[config.mk]
export PLATFORM = sky130hd
export DESIGN_NAME = zone_text_tokenizer
export DESIGN_NICKNAME = d
export VERILOG_FILES = /design/src/hw/rtl/ztt_pkg.sv /design/src/hw/rtl/zone_text_tokenizer.sv
export SDC_FILE = /design/constraint.sdc
export NUM_CORES = 1
export LEC_CHECK = 0
export BUFFER_PORTS_ARGS = -buffer_cell sky130_fd_sc_hd__buf_2
export CAP_MARGIN = 20
export CORE_MARGIN = 3
export CORE_UTILIZATION = 45
export CTS_CLUSTER_DIAMETER = 50
export DETAILED_ROUTE_END_ITERATION = 8
export PLACE_DENSITY = 0.74
export SETUP_SLACK_MARGIN = 0.5
export SYNTH_ARGS = -nofsm -noshare
export SYNTH_HDL_FRONTEND = slang
export SYNTH_SLANG_ARGS = --single-unit
export TNS_END_PERCENT = 5
[constraint.sdc]
create_clock -name clock -period 6.5 [get_ports clock]
set_clock_uncertainty 0.1 [all_clocks]
set_input_delay 0.325 -clock clock [delete_from_list [all_inputs] [get_ports clock]]
set_output_delay 0.325 -clock clock [all_outputs]
set_load 0.005 [all_outputs]
[src/hw/rtl/ztt_pkg.sv]
// Shared constants for the zone text tokenizer: character codes, the
// default token limit and result field widths. No dependencies.
package ztt_pkg;

   localparam int unsigned MaxTokensDefault = 64;
   localparam int unsigned NumWidth         = 6;
   localparam int unsigned RspDataWidth     = 16;

   localparam logic [7:0] ChSemi   = 8'h3B;
   localparam logic [7:0] ChOpen   = 8'h28;
   localparam logic [7:0] ChClose  = 8'h29;
   localparam logic [7:0] ChQuote  = 8'h22;
   localparam logic [7:0] ChBslash = 8'h5C;
   localparam logic [7:0] ChNl     = 8'h0A;
   localparam logic [7:0] ChFf     = 8'h0C;
   localparam logic [7:0] ChSpace  = 8'h20;
   localparam logic [7:0] ChTab    = 8'h09;
   localparam logic [7:0] ChVt     = 8'h0B;
   localparam logic [7:0] ChCr     = 8'h0D;

endpackage

[src/hw/rtl/zone_text_tokenizer.sv]
// Zone text tokenizer top level: per-byte token and record marking of
// DNS master file text. Depends on ztt_pkg.
//
// One text byte enters per cycle and one result leaves per cycle while the
// output is not stalled by rsp_tready; a byte passes through an input
// register, then the scanner logic into the result register. The scanner
// state updates as each byte advances, so bytes may arrive back to back.
// req_tlast marks the final byte of a text; after it all scanner
// state returns to its reset value. rsp_tlast flags the byte that ends a
// record holding at least one token. No clearing pass is needed after reset.
module zone_text_tokenizer #(
   parameter int unsigned MAX_TOKENS = ztt_pkg::MaxTokensDefault
) (
   input  logic                            clock,
   input  logic                            reset,
   input  logic                            req_tvalid,
   output logic                            req_tready,
   input  logic [7:0]                      req_tdata,  // [7:0] text_byte
   input  logic                            req_tlast,  // final_byte
   output logic                            rsp_tvalid,
   input  logic                            rsp_tready,
   // [0] token_byte, [1] token_begin, [2] close_before, [3] close_after,
   // [9:4] token_number, [10] owner_omitted, [11] token_overflow, [15:12] 0
   output logic [ztt_pkg::RspDataWidth-1:0] rsp_tdata,
   output logic                            rsp_tlast   // record_end
);

   localparam int unsigned CntWidth = $clog2(MAX_TOKENS + 2);
   localparam int unsigned IdxWidth =
      (CntWidth > ztt_pkg::NumWidth) ? CntWidth : ztt_pkg::NumWidth;
   localparam logic [CntWidth-1:0] CntMax = CntWidth'(MAX_TOKENS);
   localparam logic [IdxWidth-1:0] NumSat = IdxWidth'((1 << ztt_pkg::NumWidth) - 1);

   typedef enum logic [1:0] {
      MODE_BETWEEN,
      MODE_COMMENT,
      MODE_BARE,
      MODE_QUOTED
   } mode_type;

   logic                            in_valid_ff;
   logic [7:0]                      in_byte_ff;
   logic                            in_last_ff;

   mode_type                        mode_ff, mode_in;
   logic                            paren_ff, paren_in;
   logic                            esc_ff, esc_in;
   logic [CntWidth-1:0]             cnt_ff, cnt_in;
   logic                            start_ff, start_in;

   logic                            out_valid_ff;
   logic [ztt_pkg::RspDataWidth-1:0] out_data_ff, out_data_in;
   logic                            out_last_ff;

   logic                            advance;

   logic                            o_tb, o_begin, o_cb, o_ca, o_own, o_end, o_ovf;
   logic [ztt_pkg::NumWidth-1:0]    o_num;

   assign advance    = in_valid_ff && (!out_valid_ff || rsp_tready);
   assign req_tready = !in_valid_ff || advance;
   assign rsp_tvalid = out_valid_ff;
   assign rsp_tdata  = out_data_ff;
   assign rsp_tlast  = out_last_ff;

   always_comb begin
      logic [7:0]          c;
      logic                is_sep;
      logic                is_space6;
      logic                do_nl;
      logic                do_mark;
      logic [CntWidth-1:0] mark_cnt;
      logic                end_ovf;
      logic [IdxWidth-1:0] idx;

      c         = in_byte_ff;
      is_sep    = (c == ztt_pkg::ChSpace) || (c == ztt_pkg::ChTab) || (c == ztt_pkg::ChFf);
      is_space6 = is_sep || (c == ztt_pkg::ChNl) || (c == ztt_pkg::ChVt)
                  || (c == ztt_pkg::ChCr);
      do_nl     = 1'b0;
      do_mark   = 1'b0;
      mark_cnt  = '0;
      end_ovf   = 1'b0;
      idx       = '0;

      mode_in  = mode_ff;
      paren_in = paren_ff;
      esc_in   = esc_ff;
      cnt_in   = cnt_ff;
      start_in = start_ff;

      o_tb    = 1'b0;
      o_begin = 1'b0;
      o_cb    = 1'b0;
      o_ca    = 1'b0;
      o_own   = 1'b0;
      o_end   = 1'b0;
      o_ovf   = 1'b0;
      o_num   = '0;

      case (mode_ff)
         MODE_COMMENT: begin
            if (c == ztt_pkg::ChNl) begin
               mode_in = MODE_BETWEEN;
               do_nl   = 1'b1;
            end
         end
         MODE_BARE: begin
            if (esc_ff && is_space6) begin
               esc_in   = 1'b0;
               o_tb     = 1'b1;
               do_mark  = 1'b1;
               mark_cnt = cnt_ff;
            end else begin
               esc_in = 1'b0;
               if (is_sep || c == ztt_pkg::ChNl || (c == ztt_pkg::ChClose && paren_ff)) begin
                  o_cb     = 1'b1;
                  do_mark  = 1'b1;
                  mark_cnt = cnt_ff;
                  mode_in  = MODE_BETWEEN;
                  if (c == ztt_pkg::ChNl) begin
                     do_nl = 1'b1;
                  end
                  if (c == ztt_pkg::ChClose) begin
                     paren_in = 1'b0;
                  end
               end else begin
                  o_tb     = 1'b1;
                  do_mark  = 1'b1;
                  mark_cnt = cnt_ff;
                  if (c == ztt_pkg::ChBslash && !paren_ff) begin
                     esc_in = 1'b1;
                  end
               end
            end
         end
         MODE_QUOTED: begin
            if (esc_ff && c == ztt_pkg::ChQuote) begin
               esc_in   = 1'b0;
               o_tb     = 1'b1;
               do_mark  = 1'b1;
               mark_cnt = cnt_ff;
            end else begin
               esc_in   = 1'b0;
               do_mark  = 1'b1;
               mark_cnt = cnt_ff;
               if (c == ztt_pkg::ChNl) begin
                  o_cb    = 1'b1;
                  mode_in = MODE_BETWEEN;
                  do_nl   = 1'b1;
               end else if (c == ztt_pkg::ChQuote) begin
                  o_tb    = 1'b1;
                  o_ca    = 1'b1;
                  mode_in = MODE_BETWEEN;
               end else begin
                  o_tb = 1'b1;
                  if (c == ztt_pkg::ChBslash) begin
                     esc_in = 1'b1;
                  end
               end
            end
         end
         default: begin
            if (c == ztt_pkg::ChSemi) begin
               mode_in  = MODE_COMMENT;
               start_in = 1'b0;
            end else if (c == ztt_pkg::ChNl) begin
               do_nl = 1'b1;
            end else if (is_sep) begin
               start_in = 1'b0;
            end else if (c == ztt_pkg::ChOpen && !paren_ff) begin
               paren_in = 1'b1;
               start_in = 1'b0;
            end else if (c == ztt_pkg::ChClose && paren_ff) begin
               paren_in = 1'b0;
               start_in = 1'b0;
            end else begin
               // token begins here
               if (cnt_ff == '0) begin
                  o_own = !start_ff;
               end
               start_in = 1'b0;
               if (cnt_ff <= CntMax) begin
                  cnt_in = cnt_ff + 1'b1;
               end
               o_tb     = 1'b1;
               o_begin  = 1'b1;
               do_mark  = 1'b1;
               mark_cnt = cnt_in;
               if (c == ztt_pkg::ChQuote) begin
                  mode_in = MODE_QUOTED;
               end else begin
                  mode_in = MODE_BARE;
                  if (c == ztt_pkg::ChBslash && !paren_ff) begin
                     esc_in = 1'b1;
                  end
               end
            end
         end
      endcase

      if (do_nl) begin
         if (paren_in) begin
            start_in = 1'b0;
         end else if (cnt_in != '0) begin
            o_end    = 1'b1;
            end_ovf  = (cnt_in > CntMax);
            cnt_in   = '0;
            start_in = 1'b1;
         end else begin
            start_in = 1'b1;
         end
      end

      if (in_last_ff) begin
         if (mode_in == MODE_BARE || mode_in == MODE_QUOTED) begin
            o_ca     = 1'b1;
            do_mark  = 1'b1;
            mark_cnt = cnt_in;
         end
         if (cnt_in != '0 && !o_end) begin
            o_end   = 1'b1;
            end_ovf = (cnt_in > CntMax);
         end
         mode_in  = MODE_BETWEEN;
         paren_in = 1'b0;
         esc_in   = 1'b0;
         cnt_in   = '0;
         start_in = 1'b1;
      end

      if (do_mark) begin
         if (mark_cnt != '0) begin
            idx = IdxWidth'(mark_cnt - 1'b1);
         end
         o_num = (idx > NumSat) ? NumSat[ztt_pkg::NumWidth-1:0] : idx[ztt_pkg::NumWidth-1:0];
         o_ovf = (mark_cnt > CntMax);
      end
      o_ovf = o_ovf || end_ovf;

      out_data_in = {4'b0000, o_ovf, o_own, o_num, o_ca, o_cb, o_begin, o_tb};
   end

   always_ff @(posedge clock) begin
      if (reset) begin
         in_valid_ff  <= 1'b0;
         out_valid_ff <= 1'b0;
         mode_ff      <= MODE_BETWEEN;
         paren_ff     <= 1'b0;
         esc_ff       <= 1'b0;
         cnt_ff       <= '0;
         start_ff     <= 1'b1;
      end else begin
         if (req_tready) begin
            in_valid_ff <= req_tvalid;
         end
         if (advance) begin
            out_valid_ff <= 1'b1;
            out_data_ff  <= out_data_in;
            out_last_ff  <= o_end;
            mode_ff      <= mode_in;
            paren_ff     <= paren_in;
            esc_ff       <= esc_in;
            cnt_ff       <= cnt_in;
            start_ff     <= start_in;
         end else if (rsp_tready) begin
            out_valid_ff <= 1'b0;
         end
      end
   end

   always_ff @(posedge clock) begin
      if (req_tready && req_tvalid) begin
         in_byte_ff <= req_tdata;
         in_last_ff <= req_tlast;
      end
   end

   a_begin_is_token: assert property (@(posedge clock) disable iff (reset)
      rsp_tvalid && rsp_tdata[1] |-> rsp_tdata[0])
      else $error("token_begin without token_byte");

   a_owner_on_begin: assert property (@(posedge clock) disable iff (reset)
      rsp_tvalid && rsp_tdata[10] |-> rsp_tdata[1])
      else $error("owner_omitted off a token start");

   a_close_not_token: assert property (@(posedge clock) disable iff (reset)
      rsp_tvalid && rsp_tdata[2] |-> !rsp_tdata[0] && !rsp_tdata[1])
      else $error("close_before on a token byte");

   a_count_bound: assert property (@(posedge clock) disable iff (reset)
      cnt_ff <= CntMax + 1'b1)
      else $error("token count past saturation");

   a_escape_in_token: assert property (@(posedge clock) disable iff (reset)
      esc_ff |-> (mode_ff == MODE_BARE || mode_ff == MODE_QUOTED))
      else $error("escape pending outside a token");

endmodule

==> key figures, run 1 <==
Status
  – Outcome: finished, final reports clean

Detailed routing
  – DRC violations left: 0
  – Number of iterations in the first detailed-routing pass: 5
  – Iter 0 DRT Violations: 203
  – Number of vias after detailed routing: around 2100
  – Remaining antenna violation count: 0
  – Wire per inst: approximately 15 um
  – Total detailed-routing wirelength: 5.24 mm
  – Vias per std cell: 5.98

Synthesis
  – Dominant cell type by area after synthesis: sky130_fd_sc_hd__edfxtp_1
  – Synth top cells by count: sky130_fd_sc_hd__nor2_1, sky130_fd_sc_hd__a21oi_1, sky130_fd_sc_hd__edfxtp_1, sky130_fd_sc_hd__nand2_1, sky130_fd_sc_hd__dfxtp_1
  – Area share of the leading cell type in the synthesized netlist: 0.271
  – Netlist cell types: between 60 and 70
  – Count of state elements after synthesis: 36
  – Per-instance average area after synthesis: around 9.1 sq um
  – Most area-consuming cells after synthesis: sky130_fd_sc_hd__edfxtp_1, sky130_fd_sc_hd__dfxtp_1, sky130_fd_sc_hd__a21oi_1
  – Synth Cell Area: approximately 2400 sq um
  – Synthesized-area fraction occupied by adder cells: 0.0205
  – Fraction of the mapped netlist area in compound gates: 0.217
  – Post-synthesis share of cell area spent on and, or, nand and nor gates: 0.290
  – Yosys warning total: 0
  – Post-synth ARST share: 0
  – Register area share after synthesis: 0.385
  – Number of instances in the synthesized netlist: approximately 270
  – Combinational family with the most area after synthesis: simple AND/OR/NAND/NOR gates
  – Main flop type after synthesis: sky130_fd_sc_hd__edfxtp_1
  – Multiplexer fraction of the synthesized cell area: 0.0144
  – XOR/XNOR Fraction of Synth Area: 0.0144
  – Most frequent cell after synthesis: sky130_fd_sc_hd__nor2_1
  – EDFF count, synth: 22

Timing
  – Unrepaired setup endpoints after global routing: false
  – Fraction of the cycle the final worst path needs: 0.548
  – Headroom to the max-slew limit: 0.360
  – Maximum frequency from static timing analysis: around 280 MHz
  – Final total negative setup slack: 0 ns
  – Max Slew Vio Count: 0
  – Minimum clock period: approximately 3.6 ns
  – Number of hold-slack violations in the final timing report: 0
  – Final setup viols: 0
  – Tightest Pin Transition: 0.957 ns

Worst setup path
  – Crit path launch type: flip-flop
  – Setup crit end kind: flip-flop
  – Crit path DAT: roughly 3.5 ns
  – Class of the most critical setup path: flip-flop to flip-flop
  – Worst Path Max Fanout: 12
  – Required time reported for the critical path endpoint: ~6.4 ns
  – Register-to-Register Path Depth: 12

Run
  – Max cap viols: 0

Die
  – Horizontal die dimension: 79.7 um
  – Rows: 26
  – Die span in y: approximately 80 um
  – Core Box Area: about 5200 sq um
  – Area of the die: 6340 sq um
  – Initial Utilization: 0.472
  – IO Count: 32

Global route
  – Largest net degree at the start of global routing: 19
  – Global router's overall resource usage: 0.177
  – Final global-route overflow total: 0
  – Global-route wire length before repair: about 8.8 mm
  – Vias in the first global route: 1815
  – Antenna violations before repair: 0

Final layout
  – Non-filler cells, final: 357
  – Final Core Density: 0.519
  – Layout Nets: just over 300
  – Number of antenna diodes: 0
  – Ratio of cells with drive above 1 in the final layout: 0.199
  – P&R area growth vs syn: 9.89%

Clock network
  – Clock tree from TritonCTS: built
  – Post-CTS Hold Buffers: 0
  – Number of buffers created by CTS: 5
  – Clock slew seen by the registers of the worst setup and hold paths: 0.08 ns
  – Resized cells post-CTS: 0
  – Buffer cell driving the clock tree root: sky130_fd_sc_hd__clkbuf_8
  – CTS Sinks: 36
  – Clock latency on the worst-skew pair: 0.29 ns
  – Number of levels the H-tree was split into: 2
  – Number of buffers added for setup after CTS: 0
  – Maximum number of buffers from clock root to sink: 2

Power and ir drop
  – Worst supply voltage drop on vdd: around 0.12 mV
  – Power Dens Cells: roughly 200 nW/um^2
  – P_leak: around 0.94 nW

Placed design
  – Count of buffers from port buffering: 27
  – Detail Placement HPWL: about 4 mm
  – Instance count after placement with tap cells included: approximately 350
  – Routability congestion estimate: around 0.96

Worst hold path
  – Worst Hold Class: input port to flip-flop
  – Number of cells on the worst hold path: 1
## cell families after synthesis
kind of cell | count (synthesis)
buffers and inverters | 28
xor gates and xnor gates | 4
adders and majority gates | 4
DFF | 36
AOI/OAI and AO/OA | 75
and+or+nand+nor | 118
muxes | 3
other | 1
## worst max-delay path: stages, from the launching register on
cell                        delay [ns]
sky130_fd_sc_hd__edfxtp_1         0.56
sky130_fd_sc_hd__nor4_4           0.51
sky130_fd_sc_hd__nand3_1          0.18
sky130_fd_sc_hd__and4_4           0.24
sky130_fd_sc_hd__nand2_1          0.21
sky130_fd_sc_hd__o21ai_0          0.16
sky130_fd_sc_hd__mux2i_1          0.27
sky130_fd_sc_hd__ha_1             0.22
sky130_fd_sc_hd__inv_1            0.05
sky130_fd_sc_hd__a211oi_2         0.17
sky130_fd_sc_hd__nand4b_1         0.26
sky130_fd_sc_hd__nor2b_1          0.23
sky130_fd_sc_hd__o2bb2ai_1        0.13
## metrics by stage
stage	hold WS (ns)	setup slack (ns)	area, sq um	total power [mW]
after floorplan	0.294	3.48	2450	0.329
after global placement	0.401	3.15	2570	0.343
after detailed placement	0.403	3.00	2570	0.345
after CTS	0.0875	2.98	2680	0.548
after global routing	0.0863	2.55	2680	0.569
final	0.102	2.94	2680	0.542
## sequential cells by signal (all words and copies together) (netlist names)
signal and count:
in_last_ff 1, paren_ff 1, in_valid_ff 1, rsp_tvalid 1, cnt_ff 7, rsp_tlast 1
esc_ff 1, start_ff 1, rsp_tdata 12, mode_ff 2, in_byte_ff 8
## power by group
group / total [mW] / internal [mW] / switching [mW]
logic: 0.0737 / 0.0329 / 0.0408
registers: 0.267 / 0.254 / 0.0126
clock network: 0.201 / 0.115 / 0.0858
total: 0.542 / 0.403 / 0.139
## path summary, 6_finish.rpt
kind / to / startpoint / slack [ns]
max: rsp_tdata[9]$_SDFFCE_PN0P_ / in_byte_ff[1]$_DFFE_PP_ / 2.94
min: in_byte_ff[7]$_DFFE_PP_ / req_tdata[7] / 0.10
max reg2reg: rsp_tdata[9]$_SDFFCE_PN0P_ / in_byte_ff[1]$_DFFE_PP_ / 2.94
min reg2reg: esc_ff$_SDFFE_PP0P_ / esc_ff$_SDFFE_PP0P_ / 0.43
## layer usage
layer / vias up / global-route usage / share of wire
met4: 0 / 0.0464 / 0.011
met1: 980 / 0.251 / 0.45
met3: 6 / 0.0339 / 0.093
met2: 113 / 0.275 / 0.44
li1: 1037 / - / -
met5: - / 0 / 0
## placed cells by master, fill, tap and decap left out, drive strengths merged, types with 3 or more instances in the layout
cell type / Yosys / layout
nand2: 20 / 20
xnor2: 3 / 3
o21ai: 13 / 13
a21o: 3 / 3
nand2b: 4 / 4
nor4: 4 / 4
a21oi: 26 / 26
inv: 8 / 9
nor3: 12 / 12
ha: 4 / 4
a31oi: 4 / 4
and3: 5 / 5
nor2: 30 / 30
nand3b: 3 / 3
nand4: 7 / 7
nor4b: 3 / 3
clkbuf: 13 / 5
buf: 7 / 27
nand3: 8 / 8
nand4b: 4 / 4
conb: 1 / 4
nor2b: 5 / 5
or4: 3 / 3
edfxtp: 22 / 22
dfxtp: 14 / 14
## layout make-up
cell class | instances | area (sq um)
sequential | 36 | 941
clock buffer | 5 | 68.8
fill | 489 | 2490
clock inverter | 3 | 46.3
tap | 70 | 87.6
inverter | 8 | 30.0
timing repair buffer | 27 | 135
multi-input combinational | 208 | 1370
No activity file was read; power rests on OpenSTA's default activity.
==> run 2: changes to the inputs <==
--- a/config.mk
+++ b/config.mk
@@ -11,7 +11,7 @@
 export CORE_UTILIZATION = 45
 export CTS_CLUSTER_DIAMETER = 50
 export DETAILED_ROUTE_END_ITERATION = 8
-export PLACE_DENSITY = 0.74
+export PLACE_DENSITY = 0.76
 export SETUP_SLACK_MARGIN = 0.5
 export SYNTH_ARGS = -nofsm -noshare
 export SYNTH_HDL_FRONTEND = slang
==> constraint.sdc (replaced) <==
create_clock -name clock -period 3 [get_ports clock]
set_clock_uncertainty 0.1 [all_clocks]
set_input_delay 0.15 -clock clock [delete_from_list [all_inputs] [get_ports clock]]
set_output_delay 0.15 -clock clock [all_outputs]
set_load 0.005 [all_outputs]
==> key figures, run 2 (synthesized netlist as in run 1, its figures left out) <==
Status
  – Outcome: finished, final reports clean

Timing
  – Unrepaired setup endpoints after global routing: true
  – Minimum clock period: 2.94 ns (-0.618 ns)
  – Worst hold slack: 0.0868 ns (-0.0148 ns)
  – Final total negative setup slack: 0 ns (unchanged)
  – Headroom to the max-slew limit: 0.652 (+0.293)
  – Fraction of the cycle the final worst path needs: 0.981 (+0.433)
  – Max Slew Vio Count: 0 (unchanged)
  – Maximum frequency from static timing analysis: 340 MHz (+21%)
  – Final setup viols: 0 (unchanged)
  – Setup ws final: 0.0574 ns (-2.88 ns)
  – Number of hold-slack violations in the final timing report: 0 (unchanged)
  – Tightest Pin Transition: 0.517 ns (-0.440 ns)

Detailed routing
  – Vias per std cell: 5.80 (-3.0%)
  – Iter 0 DRT Violations: 247 (+22%)
  – Remaining antenna violation count: 0 (unchanged)
  – Number of iterations in the first detailed-routing pass: 5 (unchanged)
  – DRC violations left: 0 (unchanged)
  – Total detailed-routing wirelength: 6.01 mm (+15%)
  – Wire per inst: 15.0 um (+2.2%)
  – Number of vias after detailed routing: 2321 (+8.7%)

Die
  – Rows: 26 (unchanged)
  – Area of the die: 6340 sq um (unchanged)
  – Core Box Area: 5170 sq um (unchanged)
  – Horizontal die dimension: 79.7 um (unchanged)
  – Die span in y: 79.7 um (unchanged)
  – IO Count: 32 (unchanged)
  – Initial Utilization: 0.472 (unchanged)

Worst setup path
  – Maximum cell stage delay along the critical path: 0.52 ns (-0.04 ns)
  – Setup crit end kind: flip-flop
  – Crit path launch type: flip-flop
  – Crit path DAT: 2.87 ns (-0.62 ns)
  – Required time reported for the critical path endpoint: 2.93 ns (-3.50 ns)
  – Worst Path Max Fanout: 8 (-4)
  – Class of the most critical setup path: flip-flop to flip-flop
  – Worst reg2reg path startpoint: in_byte_ff[0]$_DFFE_PP_
  – Register-to-Register Path Depth: 12 (unchanged)
  – Reg-to-reg critical path endpoint: rsp_tdata[8]$_SDFFCE_PN0P_
  – Critical path's slowest cell: sky130_fd_sc_hd__edfxtp_1
  – Worst-path cell chain: nor4b_4 -> nand3_2 -> and4_4 -> and3_4 -> a22oi_2 -> ha_2 -> inv_1 -> a211oi_2 -> nand4b_1 -> buf_4 -> nand3_1 -> a21oi_1
  – Register-to-register path setup slack: 0.06 ns (-2.88 ns)

Final layout
  – Non-filler cells, final: 400 (+12%)
  – Commonest non-fill, non-tap cell in the layout: sky130_fd_sc_hd__buf_4
  – Max reg flops: 12 (unchanged)
  – Layout Nets: 346 (+14%)
  – P&R area growth vs syn: 28.5%
  – Ratio of cells with drive above 1 in the final layout: 0.324 (+0.126)
  – Commonest cells after routing, fill and taps aside: sky130_fd_sc_hd__buf_4, sky130_fd_sc_hd__nor2_1, sky130_fd_sc_hd__buf_2
  – Combined flip-flop and latch cell area: 941 sq um (unchanged)
  – Filler cell count: 439 (-10%)
  – Number of antenna diodes: 0 (unchanged)
  – Multi-input logic area: 1510 sq um (+9.7%)
  – Final design area excluding fillers: 3140 sq um (+17%)

Clock network
  – Buffer cell driving the clock tree root: sky130_fd_sc_hd__clkbuf_8
  – Clock tree from TritonCTS: built
  – Number of buffers created by CTS: 5 (unchanged)
  – Clock slew seen by the registers of the worst setup and hold paths: 0.07 ns (about the same)
  – Clock latency on the worst-skew pair: 0.28 ns (about the same)
  – Number of levels the H-tree was split into: 2 (unchanged)
  – CTS Sinks: 36 (unchanged)
  – Maximum number of buffers from clock root to sink: 2 (unchanged)

Global route
  – Global router's overall resource usage: 0.206 (+0.0288)
  – Vias in the first global route: 2193 (+21%)
  – Largest net degree at the start of global routing: 16 (-3)
  – Antenna violations before repair: 0 (unchanged)
  – Final global-route overflow total: 0 (unchanged)
  – Global-route wire length before repair: 10.4 mm (+17%)

Worst hold path
  – Min-Delay Endpoint: rsp_tvalid$_SDFFE_PP0P_
  – Startpoint of the most critical hold path: rsp_tready
  – Number of cells on the worst hold path: 4 (+3)
  – Worst Hold Class: input port to flip-flop

Power and ir drop
  – P_leak: 1.15 nW (+23%)
  – Worst supply voltage drop on vdd: 0.337 mV (+190%)
  – Power Dens Cells: 356 nW/um^2 (+76%)

Placed design
  – Cell Area, Placed: 2820 sq um (+9.7%)
  – Place WS: -0.0129 ns (-3.01 ns)
  – Routability congestion estimate: 1.01 (+5.1%)
  – Instance count after placement with tap cells included: 378 (+8.3%)
  – Detail Placement HPWL: 4.27 mm (+9.8%)
  – Count of buffers from port buffering: 27 (unchanged)

Run
  – Max cap viols: 0 (unchanged)
-- run 2: metrics by stage --
stage	utilization	total power, mW
after detailed placement	0.545	0.776
after global placement	0.545	0.770
final	0.606	1.12
after CTS	0.586	1.11
after floorplan	-	0.719
after global routing	0.606	1.18
-- run 2: metal layers --
metal	wire [um]	part of all wire	vias up	GRT usage
met5	0	0	-	0
met4	65	0.011	0	0.0567
met3	403	0.067	9	0.0350
met2	2780	0.46	102	0.331
met1	2760	0.46	1082	0.285
li1	-	-	1128	-
-- run 2: timing repair --
action,4_1_cts,5_1_grt
buffers inserted,3,0
hold endpoints to repair,10,0
endpoints found under the setup margin,14,18
hold buffers,10,0
pin swaps,4,14
gates resized for setup,3,22
-- run 2: worst max-delay path, delay by kind of cell, from the launching register on --
kind            cells  cell delay (ns)
buf+inv             2             0.24
flops               1             0.52
fa+ha+maj           1             0.22
simple gates        6             1.16
compound gates      3             0.46
-- run 2: final cells by class --
cell class | instances | share of cell area
multi-input combinational | 208 | 0.480
clock buffer | 7 | 0.0243
clock inverter | 1 | 0.00160
timing repair buffer | 70 | 0.156
sequential | 36 | 0.300
tap | 70 | 0.0279
inverter | 8 | 0.00957
-- run 2: worst max-delay path by stage --
stage,slack (ns),cells past startpoint,endpoint,from
floorplan,0.002,12,rsp_tdata[9]$_SDFFCE_PN0P_,in_byte_ff[4]$_DFFE_PP_
global placement,0.1,10,rsp_tdata[5]$_SDFFCE_PN0P_,in_byte_ff[0]$_DFFE_PP_
detailed placement,-0.01,10,rsp_tdata[8]$_SDFFCE_PN0P_,in_byte_ff[0]$_DFFE_PP_
CTS,0.07,13,rsp_tdata[8]$_SDFFCE_PN0P_,in_byte_ff[0]$_DFFE_PP_
global route,-0.10,12,rsp_tdata[8]$_SDFFCE_PN0P_,in_byte_ff[0]$_DFFE_PP_
finish,0.06,12,rsp_tdata[8]$_SDFFCE_PN0P_,in_byte_ff[0]$_DFFE_PP_
-- run 2: report_power, final --
group	switching, mW	total (mW)	internal, mW
combinational	0.117	0.226	0.109
clock	0.159	0.322	0.163
sequential	0.0184	0.570	0.552
